===== src/hw/rtl/smpd_pkg.sv =====
`timescale 1ns / 1ps

package smpd_pkg;

  // Protocol selected by the mode register.
  typedef enum logic {
    MODE_MOUSE_SYSTEMS = 1'b0,
    MODE_MICROSOFT     = 1'b1
  } protocol_mode_e;

  // Packet phase codes. Mouse Systems uses all four data phases; Microsoft
  // uses only the first X and first Y phases.
  localparam logic [2:0] PH_WAIT_SYNC = 3'd0;
  localparam logic [2:0] PH_X_FIRST   = 3'd1;
  localparam logic [2:0] PH_Y_FIRST   = 3'd2;
  localparam logic [2:0] PH_X_SECOND  = 3'd3;
  localparam logic [2:0] PH_Y_SECOND  = 3'd4;

  localparam logic [7:0] HDR_BASE     = 8'hf8;
  localparam logic [7:0] MS_SYNC_MASK = 8'hf8;
  localparam logic [7:0] MS_SYNC_VAL  = 8'h80;
  localparam logic [7:0] MS_SYNC_BIT  = 8'h40;
  localparam logic [7:0] HIGH_TWO     = 8'hc0;
  localparam logic [7:0] LOW_SIX      = 8'h3f;

  typedef struct packed {
    logic [7:0]        header;
    logic signed [7:0] delta_x;
    logic signed [7:0] delta_y;
  } packet_t;

endpackage


===== src/hw/rtl/smpd_in_reg.sv =====
`timescale 1ns / 1ps

module smpd_in_reg (
  input  logic       clk_i,
  input  logic       rst_ni,
  input  logic       in_valid_i,
  output logic       in_ready_o,
  input  logic [7:0] rx_byte_i,
  input  logic       advance_i,
  output logic       byte_valid_o,
  output logic [7:0] byte_o
);

  logic       valid_q, valid_d;
  logic [7:0] byte_q;
  logic       load;

  // The stage can take a new byte when it is empty or drains this cycle.
  assign in_ready_o = !valid_q || advance_i;
  assign load       = in_valid_i && in_ready_o;

  always_comb begin
    valid_d = valid_q;
    if (load) begin
      valid_d = 1'b1;
    end else if (advance_i) begin
      valid_d = 1'b0;
    end
  end

  always_ff @(posedge clk_i or negedge rst_ni) begin
    if (!rst_ni) begin
      valid_q <= 1'b0;
    end else begin
      valid_q <= valid_d;
    end
  end

  always_ff @(posedge clk_i) begin
    if (load) begin
      byte_q <= rx_byte_i;
    end
  end

  assign byte_valid_o = valid_q;
  assign byte_o       = byte_q;

endmodule


===== src/hw/rtl/smpd_decode.sv =====
`timescale 1ns / 1ps

module smpd_decode (
  input  logic             clk_i,
  input  logic             rst_ni,
  input  logic             cfg_we_i,
  input  logic             cfg_wdata_i,
  input  logic             advance_i,
  input  logic [7:0]       byte_i,
  output logic             emit_o,
  output smpd_pkg::packet_t packet_o
);

  import smpd_pkg::*;

  protocol_mode_e mode_q;
  logic [2:0]     phase_q, phase_d;
  logic [7:0]     header_q, header_d;
  logic [7:0]     x_q, x_d;
  logic [7:0]     y_high_q, y_high_d;
  logic           emit;
  logic [7:0]     y_out;

  always_comb begin
    phase_d  = phase_q;
    header_d = header_q;
    x_d      = x_q;
    y_high_d = y_high_q;
    emit     = 1'b0;
    y_out    = 8'd0 - byte_i;
    if (mode_q == MODE_MOUSE_SYSTEMS) begin
      unique case (phase_q)
        PH_X_FIRST, PH_X_SECOND: begin
          x_d     = byte_i;
          phase_d = phase_q + 3'd1;
        end
        PH_Y_FIRST, PH_Y_SECOND: begin
          emit    = 1'b1;
          phase_d = phase_q + 3'd1;
        end
        default: begin
          if ((byte_i & MS_SYNC_MASK) == MS_SYNC_VAL) begin
            // Button bits are active low: bit 2 is left, bit 0 is right.
            header_d = HDR_BASE | {6'd0, !byte_i[2], !byte_i[0]};
            phase_d  = PH_X_FIRST;
          end
        end
      endcase
    end else begin
      unique case (phase_q)
        PH_X_FIRST: begin
          x_d     = (x_q & HIGH_TWO) | (byte_i & LOW_SIX);
          phase_d = PH_Y_FIRST;
        end
        PH_Y_FIRST: begin
          emit    = 1'b1;
          y_out   = (y_high_q & HIGH_TWO) | (byte_i & LOW_SIX);
          phase_d = PH_WAIT_SYNC;
        end
        default: begin
          if ((byte_i & MS_SYNC_BIT) != 8'd0) begin
            header_d = HDR_BASE | {6'd0, byte_i[5:4]};
            x_d      = {byte_i[1:0], 6'd0};
            y_high_d = {byte_i[3:2], 6'd0};
            phase_d  = PH_X_FIRST;
          end
        end
      endcase
    end
  end

  always_ff @(posedge clk_i or negedge rst_ni) begin
    if (!rst_ni) begin
      mode_q   <= MODE_MOUSE_SYSTEMS;
      phase_q  <= PH_WAIT_SYNC;
      header_q <= 8'd0;
      x_q      <= 8'd0;
      y_high_q <= 8'd0;
    end else if (cfg_we_i) begin
      // A mode write restarts sync search; held fields are kept.
      mode_q  <= protocol_mode_e'(cfg_wdata_i);
      phase_q <= PH_WAIT_SYNC;
    end else if (advance_i) begin
      phase_q  <= phase_d;
      header_q <= header_d;
      x_q      <= x_d;
      y_high_q <= y_high_d;
    end
  end

  assign emit_o           = emit;
  assign packet_o.header  = header_q;
  assign packet_o.delta_x = $signed(x_q);
  assign packet_o.delta_y = $signed(y_out);

endmodule


===== src/hw/rtl/smpd_out_reg.sv =====
`timescale 1ns / 1ps

module smpd_out_reg (
  input  logic              clk_i,
  input  logic              rst_ni,
  input  logic              byte_valid_i,
  input  logic              emit_i,
  input  smpd_pkg::packet_t packet_i,
  output logic              advance_o,
  output logic              out_valid_o,
  input  logic              out_ready_i,
  output smpd_pkg::packet_t packet_o
);

  import smpd_pkg::*;

  logic    valid_q, valid_d;
  packet_t packet_q;

  // A byte leaves the input stage whenever the result register is free or
  // is being emptied, whether or not the byte completes a packet.
  assign advance_o = byte_valid_i && (!valid_q || out_ready_i);

  always_comb begin
    valid_d = valid_q;
    if (advance_o) begin
      valid_d = emit_i;
    end else if (out_ready_i) begin
      valid_d = 1'b0;
    end
  end

  always_ff @(posedge clk_i or negedge rst_ni) begin
    if (!rst_ni) begin
      valid_q <= 1'b0;
    end else begin
      valid_q <= valid_d;
    end
  end

  always_ff @(posedge clk_i) begin
    if (advance_o && emit_i) begin
      packet_q <= packet_i;
    end
  end

  assign out_valid_o = valid_q;
  assign packet_o    = packet_q;

endmodule


===== src/hw/rtl/serial_mouse_packet_decoder_top.sv =====
// Serial mouse packet decoder: one received byte per transaction in, one
// packet (header, X delta, Y delta) per transaction out.
// Throughput is one byte per cycle while the packet channel does not stall. A
// packet passes through the input register and then the result register after
// the transaction of its last byte. Reset is asynchronous and active low; it
// selects Mouse Systems mode and empties both registers.
`timescale 1ns / 1ps

module serial_mouse_packet_decoder_top (
  input  logic              clk_i,
  input  logic              rst_ni,
  // Mode register write port: 0 selects Mouse Systems, 1 selects Microsoft.
  input  logic              cfg_we_i,
  input  logic              cfg_wdata_i,
  // Received byte channel.
  input  logic              in_valid_i,
  output logic              in_ready_o,
  input  logic [7:0]        rx_byte_i,
  // Packet channel.
  output logic              out_valid_o,
  input  logic              out_ready_i,
  output logic [7:0]        header_o,
  output logic signed [7:0] delta_x_o,
  output logic signed [7:0] delta_y_o
);

  import smpd_pkg::*;

  // The input register holds one byte. The decoder updates the packet
  // phase and held fields as the byte moves on, and the result register
  // keeps a finished packet until the downstream side takes it, so a new
  // byte can be taken while a packet still waits. After reset the decoder
  // waits for a sync byte.
  logic       advance;
  logic       byte_valid;
  logic [7:0] byte_q;
  logic       emit;
  packet_t    packet_next;
  packet_t    packet_out;

  smpd_in_reg u_in_reg (
    .clk_i       (clk_i),
    .rst_ni      (rst_ni),
    .in_valid_i  (in_valid_i),
    .in_ready_o  (in_ready_o),
    .rx_byte_i   (rx_byte_i),
    .advance_i   (advance),
    .byte_valid_o(byte_valid),
    .byte_o      (byte_q)
  );

  // Sync detection, field merging and Y negation all happen here, in the
  // cycle in which the byte moves from the input register onward.
  smpd_decode u_decode (
    .clk_i      (clk_i),
    .rst_ni     (rst_ni),
    .cfg_we_i   (cfg_we_i),
    .cfg_wdata_i(cfg_wdata_i),
    .advance_i  (advance),
    .byte_i     (byte_q),
    .emit_o     (emit),
    .packet_o   (packet_next)
  );

  smpd_out_reg u_out_reg (
    .clk_i       (clk_i),
    .rst_ni      (rst_ni),
    .byte_valid_i(byte_valid),
    .emit_i      (emit),
    .packet_i    (packet_next),
    .advance_o   (advance),
    .out_valid_o (out_valid_o),
    .out_ready_i (out_ready_i),
    .packet_o    (packet_out)
  );

  assign header_o  = packet_out.header;
  assign delta_x_o = packet_out.delta_x;
  assign delta_y_o = packet_out.delta_y;

endmodule


===== config.mk =====
export PLATFORM = sky130hd
export DESIGN_NAME = serial_mouse_packet_decoder_top
export DESIGN_NICKNAME = d
export VERILOG_FILES = /design/src/hw/rtl/smpd_pkg.sv /design/src/hw/rtl/smpd_in_reg.sv /design/src/hw/rtl/smpd_decode.sv /design/src/hw/rtl/smpd_out_reg.sv /design/src/hw/rtl/serial_mouse_packet_decoder_top.sv
export SDC_FILE = /design/constraint.sdc
export NUM_CORES = 1
export LEC_CHECK = 0
export BUFFER_PORTS_ARGS = -buffer_cell sky130_fd_sc_hd__buf_2
export CORE_MARGIN = 4
export CORE_UTILIZATION = 35
export CTS_CLUSTER_SIZE = 10
export DETAILED_ROUTE_END_ITERATION = 16
export SYNTH_ARGS = -nofsm -noshare
export SYNTH_HDL_FRONTEND = slang
export SYNTH_HIERARCHICAL = 1
export SYNTH_SLANG_ARGS = --single-unit

===== constraint.sdc =====
create_clock -name clk_i -period 2.6 [get_ports clk_i]
set_input_delay 0 -clock clk_i [delete_from_list [all_inputs] [get_ports clk_i]]
set_output_delay 0 -clock clk_i [all_outputs]
set_load 0.005 [all_outputs]

Yosys cells after proc, flatten, opt, wreduce, memory -nomap -nowiden
Index checks and enable logic that the tools add are counted.
Widths: inputs -> output; s select.
{"block": "word_totals", "out_inout_bits": 26, "register_bits": 56, "wordCells": 76, "inputBits": 14}
{"block": "op_classes", "n_bitwise": 4, "muxes": 25, "add_sub_neg": 2, "eq_ne": 11, "n_reduce_logical": 23}
{"op": "$mux 8", "count": 10}
{"op": "$mux 3", "count": 6}
{"op": "$or 8x6->8", "count": 2}
{"op": "$pmux 8 s2", "count": 1}
{"op": "$reduce_and 5->1", "count": 2}
{"op": "$reduce_bool 2->1", "count": 5}
{"op": "$sub 1x8->8 const A", "count": 1}
{"op": "$mux 1", "count": 7}
{"op": "$eq 3x2->1 const B", "count": 2}
{"op": "$ne 2x2->1 const B", "count": 3}
{"op": "$pmux 3 s2", "count": 1}
{"op": "$reduce_and 6->1", "count": 1}
{"op": "$reduce_or 2->1", "count": 3}
{"op": "$eq 5x5->1 const B", "count": 1}
{"op": "$ne 5x5->1 const B", "count": 1}
{"op": "$logic_not 1->1", "count": 4}
{"op": "$reduce_bool 4->1", "count": 1}
{"op": "$reduce_or 4->1", "count": 1}
{"op": "$add 3x1->3 const B", "count": 1}
{"op": "$eq 3x1->1 const B", "count": 1}
{"op": "$eq 3x3->1 const B", "count": 1}
{"op": "$logic_and 1x1->1", "count": 3}
{"op": "$ne 3x3->1 const B", "count": 1}
{"op": "$reduce_and 3->1", "count": 1}
{"op": "3 further kinds", "count": 5}

Depth between registers and ports, before layout
{"block": "depth", "ltp_word": 6, "depth_mapped": 7, "depth_no_buf": 6}

Cells and area by module
The synthesis kept the hierarchy.
{"mod": "smpd_decode", "n_inst": 1, "cells_per_inst": 143, "area_each_um2": 1276.2, "seq_area_each_um2": 425.4}
{"mod": "smpd_out_reg", "n_inst": 1, "cells_per_inst": 30, "area_each_um2": 789.5, "seq_area_each_um2": 745.7}
{"mod": "smpd_in_reg", "n_inst": 1, "cells_per_inst": 12, "area_each_um2": 294.0, "seq_area_each_um2": 265.3}

Worst setup path before layout
No wires, ideal clock.
{"block": "synth_timing", "path_type": "register to register", "start": "reg u_decode.phase_q[0]", "end": "reg u_decode.phase_q[0]", "setup_slack_ns": 0.622, "n_path_buf": 0, "arrival_time_ns": 1.853, "synth_period_minus_slack_ns": 1.978, "stages_incl_launch_ff": 7, "path_cell_list": "dfrtp_1 -> ha_1 -> ha_1 -> nor4_4 -> nor2_2 -> o311a_4 -> mux2_4"}
{"block": "synth_between", "elab_chain_cells": 6, "word_cells_on_any_way": 14}
{"element": "from (decl)", "line_no": "smpd_decode.sv:17", "rtl": "logic [2:0] phase_q, phase_d;"}
{"element": "from (signal assigned)", "line_no": "smpd_decode.sv:84", "rtl": "phase_q <= phase_d;"}
{"element": "parallel branches: the longest is 6 deep, another holds $add 3x1->3"}
Several ways; the timed one is not identified. The select of a mux whose other input is x is not followed.
A chain may end at the register's enable or synchronous reset.

Final worst setup path
{"block": "layout_timing", "start": "reg u_decode.phase_q[2]", "end": "reg u_decode.phase_q[0]"}
{"block": "layout_between", "elab_chain_cells": 6, "word_cells_on_any_way": 13}
{"element": "$eq 3x2->1 (tied with other cells)", "line_no": "smpd_decode.sv:32", "rtl": "unique case (phase_q)"}
{"element": "$reduce_or 4->1 (no source line)"}
{"element": "$mux 3"}
{"element": "$mux 3", "line_no": "smpd_decode.sv:31", "rtl": "if (mode_q == MODE_MOUSE_SYSTEMS) begin"}
{"element": "$mux 3", "line_no": "smpd_decode.sv:83", "rtl": "end else if (advance_i) begin"}
{"element": "$mux 3", "line_no": "smpd_decode.sv:79", "rtl": "end else if (cfg_we_i) begin"}
Parallel ways exist; a longest one is shown, timed or not. The select of a mux whose other input is x is not followed.

==> results.yml <==
outcome:
  outcome: "finished, final reports clean"
grt:
  grt_pass1_vias: 1499
  grt_max_degree: 25
  use_met1_pct: 16.62
  grt_usage_pct: 12.02
  use_met2_pct: 18.48
  grt_pass1_wl_um: 7900
  grt.busiest_layer: "met2"
  grt.overflow.total: 0
  grt_util_met3_pct: 3.088
  antenna_found_initial: 0
floorplan:
  row_count: 29
  start_util_pct: 36.54
  dieArea_um2: 8120
  num_io_pins: 40
  die_h_um: 90.11
  dieWidth_um: 90.11
  coreArea_um2: 6459
job:
  maxCapViolCount: 0
finish:
  area_delta_synth_final_pct: 21.32
  stdcell_area_um2: 2863
  layout-drive-gt1-share_pct: 26.67
  antenna_cells: 0
  finalNetCount: 259
  fillers: 612
sta:
  setup_violations: 0
  tns_ns: 0
  hold_viol_final: 0
  rsz0062_at_grt: "no"
  slew_violations: 0
  fin_crit_sh_pct: 82.69
  fmax_ghz: 0.4651
  fin_crit_ns: 2.150
  worst_clock_skew_ns: 0.009804
critical_path:
  r2r_slack_ns: 0.45
  crit_path_max_fanout: 10
  worstPathArrival_ns: 2.35
  end_kind: "flip-flop"
  cp-start-kind: "flip-flop"
  worstSetupPathType: "flip-flop to flip-flop"
  required_ns: 2.80
clock_network:
  max-clock-path-buffers: 2
  insertion_delay_ns: 0.30
  clock-sinks: 51
  cts_setup_buffers: 0
  cts_made_buffers: 5
  htree_levels: 2
  cts-resized-gates: 0
  clkTransAtPathRegs_ns: 0.10
  root_buffer: "clkbuf_8"
  cts_tree: "built"
placed_design:
  placed_area_um2: 2601
  dp_hpwl_um: 3161
  globalplace.congestion: 0.8442
  io_buffers: 39
pwr:
  p_clk_share_pct: 25.2
  p_sw_uw: 617.2
  p_int_mw: 1.567
  irDropWorstVdd_uv: 347.7
  swShare_pct: 28.26
  power.share.combinational_pct: 22.6
  p_per_area_nw_per_um2: 763.1
  p_leak_nw: 1.176
  seq_power_share_pct: 52.2
logic_synthesis:
  yosysSeqAreaShare_pct: 60.87
  ys.warnings.count: 6
  ys.flop_type: "edfxtp_1"
  ys_ff_latch: 51
  synth_edf_count: 32
  syn_inst: 185
  async_flop_share_pct: 37.25
  synth_top_area_cell: "edfxtp_1"
  synth.area.top_cells: "edfxtp_1 41%, dfrtp_1 20%, mux2i_1 3.4%"
  synth_top_area_share_pct: 40.72
  syn_area_um2: 2360
  yosysUniqueCellTypes: 45
  syn-num-nets: 205
  syn_area_per_cell_um2: 12.76
route:
  first_iter_violations: 102
  wl_per_cell_um: 14.27
  first_pass_iters: 4
  vias_per_cell: 4.760
  antenna_left: 0
  finalWirelength_um: 4523
  drc: 0
  vias: 1509
hold_path:
  hp-class: "input port to asynchronous set/reset pin"
[critical path, cell delays in order (launching register included)]
cell     delay [ns]
dfrtp_1        0.53
inv_1          0.16
ha_1           0.27
nor4_4         0.31
nor2_2         0.10
o311a_4        0.38
mux2_4         0.30
[power by group through the flow]
stage                     combinational, mW  sequential, mW  clock (mW)
final                                 0.495            1.14       0.550
after global routing                  0.557            1.16       0.610
after CTS                             0.501            1.14       0.571
after detailed placement              0.480            1.16           0
after global placement                0.475            1.15           0
after floorplan                       0.357            1.13           0
[cell families after synthesis]
| family | synth area share (%) |
|---|---|
| flops | 60.87 |
| compound gates | 8.378 |
| xor+xnor | 2.227 |
| simple gates | 15.22 |
| fa+ha+maj | 3.181 |
| other cells | 0.1589 |
| buf+inv | 4.984 |
| mux | 4.984 |
[sequential cells by signal, indices dropped and copies added (netlist names)]
register               count
u_decode/header_q          3
u_decode/mode_q            1
u_decode/phase_q           3
u_decode/x_q               8
u_decode/y_high_q          2
u_in_reg/byte_o            8
u_in_reg/byte_valid_o      1
u_out_reg/out_valid_o      1
u_out_reg/packet_o        24
[metal layers]
metal	share of wire (%)	vias to the layer above
li1	-	750
met5	0	-
met4	1.3	0
met3	4.2	7
met2	46	35
met1	49	717
[area by class of cell]
| class | instances | area [um2] | share of cell area, % |
|---|---|---|---|
| Clock buffer | 5 | 68.82 | 2.404 |
| Clock inverter | 3 | 42.54 | 1.486 |
| Multi-Input combinational cell | 111 | 805.8 | 28.15 |
| Sequential cell | 51 | 1436 | 50.17 |
| Timing Repair Buffer | 56 | 360.3 | 12.59 |
| Tap cell | 77 | 96.34 | 3.365 |
| Inverter | 14 | 52.55 | 1.836 |
[Yosys cell counts (2+ instances only)]
library cell,number
a21oi_1,8
mux2i_1,8
edfxtp_1,32
and2_1,2
o21ai_0,5
nand2b_4,2
nor2_1,12
o21bai_1,2
nand3b_1,3
nand2_1,16
nand3_1,2
inv_1,14
nand2b_1,7
nor4_1,2
mux2_2,2
buf_4,6
and2_4,2
xor2_1,5
o221a_2,2
dfrtp_1,19
ha_1,6
nor3_1,3
a221oi_1,2
nor2b_1,2
[through the flow]
stage	hold slack, ns	utilization [%]	std cells	total power, mW	worst slack, ns
after CTS	0.1793	44.32	317	2.214	0.4594
after floorplan	-0.2956	-	185	1.487	0.6219
after global placement	-0.01744	40.28	294	1.629	0.4927
after detailed placement	-0.01357	40.28	294	1.640	0.4579
after global routing	0.2211	44.32	317	2.329	0.3774
final	0.1633	44.32	317	2.184	0.4500
[final timing paths]
kind                                    endpoint  cells after the start                start
hold / removal               u_decode/phase_q[1]                      2               rst_ni
setup / recovery             u_decode/phase_q[0]                      6  u_decode/phase_q[2]
min in group clk_i            u_in_reg/byte_o[2]                      2         rx_byte_i[2]
setup reg to reg             u_decode/phase_q[0]                      6  u_decode/phase_q[2]
max in group asynchronous   u_decode/y_high_q[6]                      2               rst_ni
hold reg to reg            u_out_reg/packet_o[8]                      0      u_decode/x_q[0]
[placed cells by master (no fill, tap or decap), drive strengths merged]
| cell | netlist | routed |
|---|---|---|
| nor3 | 3 | 3 |
| o32ai | 1 | 1 |
| xnor2 | 1 | 1 |
| nand3b | 3 | 3 |
| nand4 | 1 | 1 |
| ha | 6 | 6 |
| nand2b | 9 | 9 |
| dlygate4sd3 | 0 | 15 |
| o21ai | 5 | 5 |
| clkinv | 0 | 1 |
| o31ai | 1 | 1 |
| inv | 14 | 15 |
| a21oi | 9 | 9 |
| and2 | 4 | 4 |
| nor2 | 13 | 13 |
| buf | 8 | 41 |
| bufinv | 0 | 1 |
| nand3 | 2 | 2 |
| a221oi | 2 | 2 |
| mux2 | 3 | 3 |
| nor3b | 2 | 2 |
| nand2 | 16 | 16 |
| o211ai | 1 | 1 |
| mux2i | 8 | 8 |
| o21bai | 2 | 2 |
| xor2 | 5 | 5 |
| a21o | 2 | 2 |
| clkbuf | 1 | 5 |
| edfxtp | 32 | 32 |
| nor4 | 3 | 3 |
| or3 | 1 | 1 |
| o221a | 2 | 2 |
| and3 | 1 | 1 |
| conb | 1 | 1 |
| nor2b | 3 | 3 |
| o311a | 1 | 1 |
| dfrtp | 19 | 19 |
[repair_timing]
action | in CTS | in global routing
endpoints found under the hold margin | 32 | 0
endpoints found under the setup margin | 0 | 0
hold buffers | 15 | 0
Power figures use the tool's default switching activity.
